===== src/rtl/core/ncpc_pkg.sv =====
// ncpc_pkg: shared constants, types and helpers of the nearest center pixel classifier
// no dependencies; used by every module of the block
`default_nettype none

package ncpc_pkg;

    // block sizing
    localparam int MAX_CLASSES = 8;
    localparam int COUNT_BITS  = 24;
    localparam int CLS_W       = (MAX_CLASSES > 1) ? $clog2(MAX_CLASSES) : 1;

    // field widths
    localparam int PIX_W       = 8;
    localparam int SQPIX_W     = 2 * PIX_W;
    localparam int CTR_W       = 16;
    localparam int ID_W        = 3;
    localparam int OUT_COUNT_W = 24;
    localparam int SUM_W       = 32;
    localparam int SQ_W        = 40;
    localparam int ACT_W       = 4;
    localparam int CNT_CMP_W   = (COUNT_BITS > OUT_COUNT_W) ? COUNT_BITS : OUT_COUNT_W;

    // register port
    localparam int NUM_PAIRS   = 4;
    localparam int PADDR_W     = 5;
    localparam int PDATA_W     = 32;
    localparam int REG_IDX_W   = PADDR_W - 2;

    localparam logic [REG_IDX_W-1:0] REG_ACTIVE_CLASSES = REG_IDX_W'(0);
    localparam logic [REG_IDX_W-1:0] REG_CENTERS_PAIR_0 = REG_IDX_W'(1);
    localparam logic [REG_IDX_W-1:0] REG_CENTERS_PAIR_1 = REG_IDX_W'(2);
    localparam logic [REG_IDX_W-1:0] REG_CENTERS_PAIR_2 = REG_IDX_W'(3);
    localparam logic [REG_IDX_W-1:0] REG_CENTERS_PAIR_3 = REG_IDX_W'(4);

    localparam logic [ACT_W-1:0] ACTIVE_RESET = ACT_W'(8);

    // queue between front and back
    localparam int QDEPTH = 2;
    localparam int QPTR_W = (QDEPTH > 1) ? $clog2(QDEPTH) : 1;
    localparam int QCNT_W = $clog2(QDEPTH + 1);

    typedef enum logic [1:0] {
        ACT_CLASSIFY = 2'd0,
        ACT_READ     = 2'd1,
        ACT_CLEAR    = 2'd2,
        ACT_NOP      = 2'd3
    } t_action;

    typedef struct packed {
        t_action           action;
        logic [PIX_W-1:0]  pixel_value;
        logic [ID_W-1:0]   class_select;
    } t_in_word;

    typedef struct packed {
        logic [ID_W-1:0]        class_id;
        logic [OUT_COUNT_W-1:0] member_count;
        logic [SUM_W-1:0]       value_sum;
        logic [SQ_W-1:0]        square_sum;
    } t_out_word;

    // classified operation handed from front to back
    typedef struct packed {
        t_action            action;
        logic [ID_W-1:0]    class_id;
        logic [PIX_W-1:0]   pixel;
        logic [SQPIX_W-1:0] pixel_sq;
    } t_op;

    typedef logic [MAX_CLASSES-1:0][CTR_W-1:0] t_centers;

    // stored count as shown on the output field, saturating
    function automatic logic [OUT_COUNT_W-1:0] clamp_count(input logic [COUNT_BITS-1:0] cnt);
        logic [CNT_CMP_W-1:0] wide;
        logic [CNT_CMP_W-1:0] lim;
        wide = CNT_CMP_W'(cnt);
        lim  = CNT_CMP_W'({OUT_COUNT_W{1'b1}});
        if (wide > lim) begin
            return {OUT_COUNT_W{1'b1}};
        end
        return wide[OUT_COUNT_W-1:0];
    endfunction

endpackage

`default_nettype wire


===== src/rtl/core/ncpc_front.sv =====
// ncpc_front: accepts input words, finds the nearest center and squares the pixel
// depends on ncpc_pkg
`default_nettype none

module ncpc_front (
    input  wire logic              i_clk,
    input  wire logic              i_rst_n,
    input  wire logic              i_in_valid,
    output logic                   o_in_stall,
    input  wire ncpc_pkg::t_in_word i_in_data,
    input  wire logic [ncpc_pkg::ACT_W-1:0] i_active,
    input  wire ncpc_pkg::t_centers i_centers,
    output logic                   o_valid,
    input  wire logic              i_stall,
    output ncpc_pkg::t_op          o_op
);

    logic                 r_valid;
    logic                 n_valid;
    ncpc_pkg::t_op        r_op;
    ncpc_pkg::t_op        n_op;
    logic                 accept;
    logic [ncpc_pkg::CLS_W-1:0] best;

    assign o_in_stall = r_valid && i_stall;
    assign accept     = i_in_valid && !o_in_stall;
    assign o_valid    = r_valid;
    assign o_op       = r_op;

    // distances compared as absolute differences, same order as squares
    always_comb begin
        logic [ncpc_pkg::CTR_W-1:0] p88;
        logic [ncpc_pkg::CTR_W-1:0] c_diff [ncpc_pkg::MAX_CLASSES];
        logic [ncpc_pkg::CTR_W-1:0] best_d;
        p88 = {i_in_data.pixel_value, 8'h00};
        for (int k = 0; k < ncpc_pkg::MAX_CLASSES; k++) begin
            c_diff[k] = (p88 >= i_centers[k]) ? (p88 - i_centers[k]) : (i_centers[k] - p88);
        end
        best   = '0;
        best_d = c_diff[0];
        for (int k = 1; k < ncpc_pkg::MAX_CLASSES; k++) begin
            if ((ncpc_pkg::ACT_W'(k) < i_active) && (c_diff[k] < best_d)) begin
                best   = ncpc_pkg::CLS_W'(k);
                best_d = c_diff[k];
            end
        end
    end

    always_comb begin
        n_op          = r_op;
        n_valid       = r_valid && i_stall;
        if (accept) begin
            n_valid       = 1'b1;
            n_op.action   = i_in_data.action;
            n_op.pixel    = i_in_data.pixel_value;
            n_op.pixel_sq = ncpc_pkg::SQPIX_W'(i_in_data.pixel_value) *
                            ncpc_pkg::SQPIX_W'(i_in_data.pixel_value);
            if (i_in_data.action == ncpc_pkg::ACT_CLASSIFY) begin
                n_op.class_id = ncpc_pkg::ID_W'(best);
            end else begin
                n_op.class_id = i_in_data.class_select;
            end
        end
    end

    always_ff @(posedge i_clk) begin
        if (!i_rst_n) begin
            r_valid <= 1'b0;
        end else begin
            r_valid <= n_valid;
        end
        r_op <= n_op;
    end

endmodule

`default_nettype wire


===== src/rtl/core/ncpc_queue.sv =====
// ncpc_queue: short fifo of classified operations between front and back
// depends on ncpc_pkg
`default_nettype none

module ncpc_queue (
    input  wire logic          i_clk,
    input  wire logic          i_rst_n,
    input  wire logic          i_push,
    input  wire ncpc_pkg::t_op i_op,
    output logic               o_full,
    output logic               o_valid,
    input  wire logic          i_pop,
    output ncpc_pkg::t_op      o_op
);

    ncpc_pkg::t_op               r_mem [ncpc_pkg::QDEPTH];
    logic [ncpc_pkg::QPTR_W-1:0] r_wr_ptr;
    logic [ncpc_pkg::QPTR_W-1:0] r_rd_ptr;
    logic [ncpc_pkg::QCNT_W-1:0] r_cnt;
    logic [ncpc_pkg::QPTR_W-1:0] n_wr_ptr;
    logic [ncpc_pkg::QPTR_W-1:0] n_rd_ptr;
    logic [ncpc_pkg::QCNT_W-1:0] n_cnt;
    logic                        do_push;
    logic                        do_pop;

    assign o_full  = (r_cnt == ncpc_pkg::QCNT_W'(ncpc_pkg::QDEPTH));
    assign o_valid = (r_cnt != '0);
    assign o_op    = r_mem[r_rd_ptr];
    assign do_push = i_push && !o_full;
    assign do_pop  = i_pop && o_valid;

    always_comb begin
        n_wr_ptr = r_wr_ptr;
        n_rd_ptr = r_rd_ptr;
        n_cnt    = r_cnt;
        if (do_push) begin
            n_wr_ptr = (r_wr_ptr == ncpc_pkg::QPTR_W'(ncpc_pkg::QDEPTH - 1)) ? '0 : r_wr_ptr + 1'b1;
        end
        if (do_pop) begin
            n_rd_ptr = (r_rd_ptr == ncpc_pkg::QPTR_W'(ncpc_pkg::QDEPTH - 1)) ? '0 : r_rd_ptr + 1'b1;
        end
        if (do_push && !do_pop) begin
            n_cnt = r_cnt + 1'b1;
        end else if (do_pop && !do_push) begin
            n_cnt = r_cnt - 1'b1;
        end
    end

    always_ff @(posedge i_clk) begin
        if (!i_rst_n) begin
            r_wr_ptr <= '0;
            r_rd_ptr <= '0;
            r_cnt    <= '0;
        end else begin
            r_wr_ptr <= n_wr_ptr;
            r_rd_ptr <= n_rd_ptr;
            r_cnt    <= n_cnt;
        end
        if (do_push) begin
            r_mem[r_wr_ptr] <= i_op;
        end
    end

endmodule

`default_nettype wire


===== src/rtl/core/ncpc_back.sv =====
// ncpc_back: per-class saturating accumulators and the output register
// depends on ncpc_pkg
`default_nettype none

module ncpc_back (
    input  wire logic          i_clk,
    input  wire logic          i_rst_n,
    input  wire logic          i_valid,
    output logic               o_pop,
    input  wire ncpc_pkg::t_op i_op,
    output logic               o_out_valid,
    input  wire logic          i_out_stall,
    output ncpc_pkg::t_out_word o_out_data
);

    logic [ncpc_pkg::COUNT_BITS-1:0] r_count [ncpc_pkg::MAX_CLASSES];
    logic [ncpc_pkg::SUM_W-1:0]      r_sum   [ncpc_pkg::MAX_CLASSES];
    logic [ncpc_pkg::SQ_W-1:0]       r_sq    [ncpc_pkg::MAX_CLASSES];
    logic [ncpc_pkg::COUNT_BITS-1:0] n_count [ncpc_pkg::MAX_CLASSES];
    logic [ncpc_pkg::SUM_W-1:0]      n_sum   [ncpc_pkg::MAX_CLASSES];
    logic [ncpc_pkg::SQ_W-1:0]       n_sq    [ncpc_pkg::MAX_CLASSES];
    logic                            r_out_valid;
    logic                            n_out_valid;
    ncpc_pkg::t_out_word             r_out;
    ncpc_pkg::t_out_word             n_out;
    logic [ncpc_pkg::CLS_W-1:0]      idx;
    logic [ncpc_pkg::COUNT_BITS-1:0] cur_count;
    logic [ncpc_pkg::SUM_W-1:0]      cur_sum;
    logic [ncpc_pkg::SQ_W-1:0]       cur_sq;
    logic [ncpc_pkg::COUNT_BITS-1:0] add_count;
    logic [ncpc_pkg::SUM_W:0]        add_sum;
    logic [ncpc_pkg::SQ_W:0]         add_sq;
    logic [ncpc_pkg::COUNT_BITS-1:0] new_count;
    logic [ncpc_pkg::SUM_W-1:0]      new_sum;
    logic [ncpc_pkg::SQ_W-1:0]       new_sq;
    logic                            in_range;

    assign o_pop       = i_valid && (!r_out_valid || !i_out_stall);
    assign o_out_valid = r_out_valid;
    assign o_out_data  = r_out;

    assign idx       = i_op.class_id[ncpc_pkg::CLS_W-1:0];
    assign in_range  = (4'(i_op.class_id) < 4'(ncpc_pkg::MAX_CLASSES));
    assign cur_count = r_count[idx];
    assign cur_sum   = r_sum[idx];
    assign cur_sq    = r_sq[idx];

    // saturating updates
    assign add_count = cur_count + 1'b1;
    assign add_sum   = {1'b0, cur_sum} + (ncpc_pkg::SUM_W + 1)'(i_op.pixel);
    assign add_sq    = {1'b0, cur_sq} + (ncpc_pkg::SQ_W + 1)'(i_op.pixel_sq);
    assign new_count = (&cur_count) ? cur_count : add_count;
    assign new_sum   = add_sum[ncpc_pkg::SUM_W] ? {ncpc_pkg::SUM_W{1'b1}}
                                                : add_sum[ncpc_pkg::SUM_W-1:0];
    assign new_sq    = add_sq[ncpc_pkg::SQ_W] ? {ncpc_pkg::SQ_W{1'b1}}
                                              : add_sq[ncpc_pkg::SQ_W-1:0];

    always_comb begin
        n_count     = r_count;
        n_sum       = r_sum;
        n_sq        = r_sq;
        n_out       = r_out;
        n_out_valid = r_out_valid && i_out_stall;
        if (o_pop) begin
            n_out_valid = 1'b1;
            n_out       = '0;
            unique case (i_op.action)
                ncpc_pkg::ACT_CLASSIFY: begin
                    n_count[idx]       = new_count;
                    n_sum[idx]         = new_sum;
                    n_sq[idx]          = new_sq;
                    n_out.class_id     = i_op.class_id;
                    n_out.member_count = ncpc_pkg::clamp_count(new_count);
                    n_out.value_sum    = new_sum;
                    n_out.square_sum   = new_sq;
                end
                ncpc_pkg::ACT_READ: begin
                    n_out.class_id = i_op.class_id;
                    if (in_range) begin
                        n_out.member_count = ncpc_pkg::clamp_count(cur_count);
                        n_out.value_sum    = cur_sum;
                        n_out.square_sum   = cur_sq;
                    end
                end
                ncpc_pkg::ACT_CLEAR: begin
                    for (int k = 0; k < ncpc_pkg::MAX_CLASSES; k++) begin
                        n_count[k] = '0;
                        n_sum[k]   = '0;
                        n_sq[k]    = '0;
                    end
                end
                ncpc_pkg::ACT_NOP: begin
                end
                default: begin
                end
            endcase
        end
    end

    always_ff @(posedge i_clk) begin
        if (!i_rst_n) begin
            r_out_valid <= 1'b0;
            for (int k = 0; k < ncpc_pkg::MAX_CLASSES; k++) begin
                r_count[k] <= '0;
                r_sum[k]   <= '0;
                r_sq[k]    <= '0;
            end
        end else begin
            r_out_valid <= n_out_valid;
            r_count     <= n_count;
            r_sum       <= n_sum;
            r_sq        <= n_sq;
        end
        r_out <= n_out;
    end

endmodule

`default_nettype wire


===== src/rtl/core/nearest_center_pixel_classifier_top.sv =====
// nearest_center_pixel_classifier_top: register port, front, queue and back
// depends on ncpc_pkg, ncpc_front, ncpc_queue, ncpc_back
//
// usage
//   input channel i_in_valid / o_in_stall carries one word per item: action
//   classify (pixel to nearest active center, accumulators updated), read
//   (one class's count, sum and square sum), clear (all accumulators zero) or nop
//   output channel o_out_valid / i_out_stall returns exactly one word per item
//   throughput: one word per cycle while the receiver does not stall; the accumulator
//   read-modify-write in the back stage is combinational, so same-class runs do not stall
//   path to o_out_valid: front register, then queue entry, then output register
//   receiver stall: the output register holds, the 2-entry queue fills, then the
//   front register holds and o_in_stall rises; nothing is dropped
//   reset: accumulators zero, active_classes 8, all centers 0; no clearing pass,
//   the block takes words right after reset
//   apb: active_classes at 0x00, center pairs at 0x04..0x10; write only while idle
`default_nettype none

module nearest_center_pixel_classifier_top (
    input  wire logic                          i_clk,
    input  wire logic                          i_rst_n,
    // input channel
    input  wire logic                          i_in_valid,
    output logic                               o_in_stall,
    input  wire ncpc_pkg::t_in_word            i_in_data,
    // output channel
    output logic                               o_out_valid,
    input  wire logic                          i_out_stall,
    output ncpc_pkg::t_out_word                o_out_data,
    // register port
    input  wire logic                          psel,
    input  wire logic                          penable,
    input  wire logic                          pwrite,
    input  wire logic [ncpc_pkg::PADDR_W-1:0]  paddr,
    input  wire logic [ncpc_pkg::PDATA_W-1:0]  pwdata,
    output logic [ncpc_pkg::PDATA_W-1:0]       prdata,
    output logic                               pready
);

    logic [ncpc_pkg::ACT_W-1:0]   r_active;
    logic [ncpc_pkg::PDATA_W-1:0] r_pair [ncpc_pkg::NUM_PAIRS];
    logic [ncpc_pkg::REG_IDX_W-1:0] reg_idx;
    logic                         reg_wr;
    ncpc_pkg::t_centers           centers;

    logic          front_valid;
    ncpc_pkg::t_op front_op;
    logic          q_full;
    logic          q_valid;
    logic          q_pop;
    ncpc_pkg::t_op q_op;

    // register port, zero wait states
    assign pready  = 1'b1;
    assign reg_idx = paddr[ncpc_pkg::PADDR_W-1:2];
    assign reg_wr  = psel && penable && pwrite && pready;

    always_ff @(posedge i_clk) begin
        if (!i_rst_n) begin
            r_active <= ncpc_pkg::ACTIVE_RESET;
            for (int k = 0; k < ncpc_pkg::NUM_PAIRS; k++) begin
                r_pair[k] <= '0;
            end
        end else if (reg_wr) begin
            unique case (reg_idx)
                ncpc_pkg::REG_ACTIVE_CLASSES: r_active  <= pwdata[ncpc_pkg::ACT_W-1:0];
                ncpc_pkg::REG_CENTERS_PAIR_0: r_pair[0] <= pwdata;
                ncpc_pkg::REG_CENTERS_PAIR_1: r_pair[1] <= pwdata;
                ncpc_pkg::REG_CENTERS_PAIR_2: r_pair[2] <= pwdata;
                ncpc_pkg::REG_CENTERS_PAIR_3: r_pair[3] <= pwdata;
                default: begin
                    // unmapped addresses ignore writes
                end
            endcase
        end
    end

    always_comb begin
        unique case (reg_idx)
            ncpc_pkg::REG_ACTIVE_CLASSES: prdata = ncpc_pkg::PDATA_W'(r_active);
            ncpc_pkg::REG_CENTERS_PAIR_0: prdata = r_pair[0];
            ncpc_pkg::REG_CENTERS_PAIR_1: prdata = r_pair[1];
            ncpc_pkg::REG_CENTERS_PAIR_2: prdata = r_pair[2];
            ncpc_pkg::REG_CENTERS_PAIR_3: prdata = r_pair[3];
            default:                      prdata = '0;
        endcase
    end

    // unpack centers, two per pair register, low half is the even class
    always_comb begin
        for (int k = 0; k < ncpc_pkg::MAX_CLASSES; k++) begin
            centers[k] = r_pair[k / 2][(k % 2) * ncpc_pkg::CTR_W +: ncpc_pkg::CTR_W];
        end
    end

    // front: accept and classify
    ncpc_front u_front (
        .i_clk      (i_clk),
        .i_rst_n    (i_rst_n),
        .i_in_valid (i_in_valid),
        .o_in_stall (o_in_stall),
        .i_in_data  (i_in_data),
        .i_active   (r_active),
        .i_centers  (centers),
        .o_valid    (front_valid),
        .i_stall    (q_full),
        .o_op       (front_op)
    );

    // decoupling queue
    ncpc_queue u_queue (
        .i_clk   (i_clk),
        .i_rst_n (i_rst_n),
        .i_push  (front_valid),
        .i_op    (front_op),
        .o_full  (q_full),
        .o_valid (q_valid),
        .i_pop   (q_pop),
        .o_op    (q_op)
    );

    // back: accumulate and deliver
    ncpc_back u_back (
        .i_clk       (i_clk),
        .i_rst_n     (i_rst_n),
        .i_valid     (q_valid),
        .o_pop       (q_pop),
        .i_op        (q_op),
        .o_out_valid (o_out_valid),
        .i_out_stall (i_out_stall),
        .o_out_data  (o_out_data)
    );

endmodule

`default_nettype wire


===== config.mk =====
export PLATFORM = sky130hd
export DESIGN_NAME = nearest_center_pixel_classifier_top
export DESIGN_NICKNAME = d
export VERILOG_FILES = /design/src/rtl/core/ncpc_pkg.sv /design/src/rtl/core/ncpc_front.sv /design/src/rtl/core/ncpc_queue.sv /design/src/rtl/core/ncpc_back.sv /design/src/rtl/core/nearest_center_pixel_classifier_top.sv
export SDC_FILE = /design/constraint.sdc
export NUM_CORES = 2
export LEC_CHECK = 0
export BUFFER_PORTS_ARGS = -buffer_cell sky130_fd_sc_hd__buf_2
export CORE_MARGIN = 2
export CORE_UTILIZATION = 55
export DETAILED_ROUTE_END_ITERATION = 16
export HOLD_SLACK_MARGIN = 0.06
export PLACE_DENSITY = 0.72
export REMOVE_ABC_BUFFERS = 1
export SLEW_MARGIN = 20
export SYNTH_ARGS = -nofsm -noshare
export SYNTH_HDL_FRONTEND = slang
export SYNTH_SLANG_ARGS = --single-unit

===== constraint.sdc =====
create_clock -name i_clk -period 23.4 [get_ports i_clk]
set_input_delay 3.51 -clock i_clk [delete_from_list [all_inputs] [get_ports i_clk]]
set_output_delay 3.51 -clock i_clk [all_outputs]
set_load 0.005 [all_outputs]

==> flow_results.org <==
** Routing
- In this run the remaining antenna-violating nets after routing total 0.
- For this block, wires on met1 add up to 75100 µm.
- 1st-iter DRT viols :: 6591
- Detail-routed net length per standard cell :: 25.3 µm
- The highest layer touched by signal routing is met5.
- Number of detailed-routing iterations run before antenna repair :: 8
- Total DRC errors in the routed layout :: 0
- Detailed routing inserted a total of 52300 vias.
- Wirelength, routed :: 201000 µm
- Met2 layer wire length in the routed design :: 93500 µm
- In the routed layout, each cell is associated on average with a via count of 6.59.
- Wire segments on met3 add up to 18600 µm in the final route.

** Floorplan
- Die width :: 329 µm
- In this run the count of I/O pins placed on the die edge is 191.
- In this run the standard cell core region covers 105000 µm².
- The floorplan step defined a die boundary enclosing 108000 µm².
- DIE HEIGHT :: 329 µm
- For this configuration, the core starts out at a cell density of 55.2%.
- Num rows :: 119

** Power and ir drop
- Summed over all nets, the switching power comes to 3.18 mW.
- Of the total power, registers draw 27.7%.
- Of the total power, combinational logic draws 47.5%.
- After layout, the design draws a total of 7.89 mW.
- Relative contribution of the clock network to total power :: 24.8%
- In this run the power density over the cells is 122 nW/µm².
- Summed over all cells, the static leakage comes to 25.0 nW.
- Switching power as a share of total power :: 40.3%
- Maximum vdd ir drop :: 0.118 mV
- Internal Power :: 4.71 mW

** Placement
- IO buf count :: 187
- Routability-driven placement finished with a final weighted congestion of 0.949.
- Number of placed instances, taps included :: 7714
- HPWL after DPL :: 127000 µm

** Critical path
- The endpoint identified for the worst register-to-register timing path is u_front.o_op[26].
- STA puts the critical path data required time at 23.99 ns.
- In this design, the critical path's most frequently occurring cell is sky130_fd_sc_hd__o21ai_0.
- Highest cell delay on the worst timing path :: 0.55 ns
- STA classifies the critical path endpoint as a flip-flop.
- The worst setup path is of the input port to flip-flop kind.
- STA classifies the critical path startpoint as an input port.
- Register-to-register setup slack :: 4.29 ns
- Among all stages on the critical path, the largest delay is contributed by sky130_fd_sc_hd__nor4_1.
- Critical path arrival :: 22.28 ns
- Along the worst path, the maximum fanout reaches 15.
- Startpoint of the worst register-to-register path :: r_pair[0][17]
- The worst register-to-register path has a depth of 86.

** Synthesis
- In the synthesized netlist the async set-or-reset flop fraction comes to 0%.
- Cell area after synthesis :: 58000 µm²
- Yosys cell types :: 99
- After synthesis the netlist holds a flip-flop and latch count of 1087.
- Proportion of synthesized chip area in sequential cells :: 42.9%
- Total of warnings raised by yosys :: 0
- Among all flip-flop cells after synthesis, the most frequent one is sky130_fd_sc_hd__dfxtp_1.
- In this run the mean area of a mapped cell was 9.01 µm².
- Post-synth EDFFs :: 308
- Synthesis produced 6431 cells.

** Clock network
- Post CTS Setup Buffer Count :: 0
- Clock tree synthesis inserted a total of 114 buffers.
- The H-tree was split into 3 levels.
- TritonCTS built the clock tree.
- Number of hold buffers added after cts :: 0
- Root Driver :: sky130_fd_sc_hd__clkbuf_16
- The clock passes through at most 3 buffers.
- Clock slew at reported path FFs :: 0.06 ns
- For this design, the sink count on the clock tree is 1087.
- The later pin in the worst-skew pair is clocked with a latency of 0.75 ns.
- After clock tree synthesis, the repair step resized 0 gates.

** Layout
- The finished layout holds 7935 standard cells, fillers aside.
- Area taken by multi-input logic gates :: 30900 µm²
- Leaving out fill and tap cells, the most frequent cell in the layout is sky130_fd_sc_hd__nor2_1.
- Post-route core utilization :: 61.6%
- Layout overhead on the synthesized area :: 11.5%
- Cells with a size suffix above 1 make up 10.6% of the layout.
- NumNets Final :: 6804
- The library cells used most frequently in the layout, excluding fill and tap cells, are 960 x sky130_fd_sc_hd__nor2_1, 778 x sky130_fd_sc_hd__dfxtp_1, 671 x sky130_fd_sc_hd__a22oi_1, 402 x sky130_fd_sc_hd__nand2_1, 308 x sky130_fd_sc_hd__edfxtp_1.
- Fill cells :: 8896
- Storage cell area :: 24800 µm²

** Global route
- Remaining global-route overflow :: 0
- Antenna violations before repair :: 2
- Pin count of the biggest net entering global routing :: 148
- The number of global-route vias before repair is 50000.
- For this run, the total global-route usage over all layers was measured as 36.0%.
- The first global-routing pass estimated 300000 µm of wire.

** Timing
- Slew @ Worst Pin :: 1.20 ns
- Total negative slack for setup checks :: 0 ns
- For this run, the top clock speed supported by timing is 0.0461 GHz.
- Min Clock Period, post-route :: 21.70 ns
- Between clock sinks in the finished design, the worst skew comes to 0.0762 ns.
- Worst slew margin relative to its limit :: 19.7%
- The worst path uses 92.7% of the clock period.
- Setup repair after global routing left no endpoint under its margin.
- Pins Over Slew Limit :: 0
- Setup violations remaining at the end of the flow were counted as 0.
- Final Hold Vio Count :: 0

** Hold path
- Hold wc startpoint :: u_front.o_op[14]
- The tightest min-delay check is of the flip-flop to flip-flop type.
- For hold timing, the worst endpoint is u_queue.r_mem[1][14].
- The worst hold path was traced through 0 stages.

** Run
- The tool flagged a number of max-cap violations equal to 0.

** Run status
- Run status :: completed
how the worst max path moves through the flow:
stage | startpoint | endpoint | cells past startpoint
after detailed placement | i_in_data[6] | u_front.o_op[26] | 89
after CTS | i_in_data[6] | u_front.o_op[26] | 89
after global placement | i_in_data[6] | u_front.o_op[26] | 91
after global routing | i_in_data[5] | u_front.o_op[25] | 91
after floorplan | i_in_data[4] | u_front.o_op[25] | 84
final | i_in_data[6] | u_front.o_op[26] | 88
metal layers:
layer,vias up,GRT usage [%]
li1,23500,-
met1,25200,44.2
met2,2992,59.2
met3,687,5.87
met4,2,22.5
met5,-,0
layout make-up:
type / count / area share, %
Inverter: 236 / 1.39
Clock buffer: 166 / 5.27
Multi-Input combinational cell: 4661 / 47.8
Antenna cell: 2 / 0.00774
Sequential cell: 1087 / 38.4
Clock inverter: 52 / 1.10
Timing Repair Buffer: 340 / 3.30
Tap cell: 1391 / 2.69
metrics by stage:
stage                     hold WS [ns]  instance area [µm²]  setup slack (ns)
after floorplan                  0.421                56200              4.01
after global routing             0.452                64600            0.0990
after CTS                        0.425                64600              1.87
after global placement           0.422                60500              1.16
final                            0.424                64600              1.70
after detailed placement         0.432                60500              1.16
critical path: cells and delay by family:
kind | cells | cell delay [ns]
compound gates | 44 | 8.88
simple gates | 24 | 4.48
xor+xnor | 1 | 0.48
buf+inv | 7 | 1.28
mux | 4 | 1.05
fa+ha+maj | 8 | 2.58
cells by family (layout without fill, tap and decap cells):
kind of cell	Yosys count	after routing	synth area share (%)
fa+ha+maj	311	311	7.14
compound gates	1902	1902	23.0
simple gates	2059	2059	16.0
mux	188	188	3.55
buf+inv	683	794	4.49
other cells	1	3	0.00647
flops	1087	1087	42.9
xor+xnor	200	200	3.02
power groups by stage:
stage	registers, mW	logic (mW)	clock network [mW]
floorplan	2.23	2.32	0
global placement	2.22	3.62	0
detailed placement	2.23	3.67	0
CTS	2.19	3.69	1.97
global route	2.20	4.07	2.04
finish	2.19	3.75	1.96
synth_stat cells (27+ instances only):
library cell,count,area share [%]
sky130_fd_sc_hd__nor2_1,981,6.4
sky130_fd_sc_hd__dfxtp_1,779,27
sky130_fd_sc_hd__a22oi_1,671,8.7
sky130_fd_sc_hd__nand2_1,402,2.6
sky130_fd_sc_hd__clkbuf_1,376,2.4
sky130_fd_sc_hd__a21oi_1,308,2.7
sky130_fd_sc_hd__edfxtp_1,308,16
sky130_fd_sc_hd__ha_1,273,5.9
sky130_fd_sc_hd__o21ai_0,236,2.0
sky130_fd_sc_hd__inv_1,234,1.5
sky130_fd_sc_hd__and2_1,161,1.7
sky130_fd_sc_hd__nand3_1,160,1.4
sky130_fd_sc_hd__mux2i_1,123,2.1
sky130_fd_sc_hd__xnor2_1,115,1.7
sky130_fd_sc_hd__xor2_1,85,1.3
sky130_fd_sc_hd__a211oi_1,82,1.1
sky130_fd_sc_hd__nor3_1,81,0.70
sky130_fd_sc_hd__a21o_1,61,0.79
sky130_fd_sc_hd__o22ai_1,59,0.64
sky130_fd_sc_hd__a2bb2oi_1,57,0.86
sky130_fd_sc_hd__mux2_2,56,1.1
sky130_fd_sc_hd__buf_1,51,0.33
sky130_fd_sc_hd__o21bai_1,51,0.66
sky130_fd_sc_hd__nor2b_1,46,0.50
sky130_fd_sc_hd__nand2b_1,44,0.47
sky130_fd_sc_hd__a221oi_1,39,0.59
sky130_fd_sc_hd__o221ai_1,37,0.56
sky130_fd_sc_hd__and3_1,35,0.38
sky130_fd_sc_hd__a22o_1,34,0.51
sky130_fd_sc_hd__fa_1,34,1.2
sky130_fd_sc_hd__nor4_1,34,0.37
sky130_fd_sc_hd__a31oi_1,28,0.30
sky130_fd_sc_hd__o21a_1,27,0.35
state kept, by name, summed over array words and instances (netlist names), 2 cells and up, named ones only:
signal             count
u_queue.r_mem         54
u_queue.r_cnt          2
r_active               4
u_back.r_sum         256
r_pair               128
u_front.o_op          27
u_back.r_count       192
u_back.o_out_data     99
u_back.r_sq          320
Power figures use the tool's default switching activity.
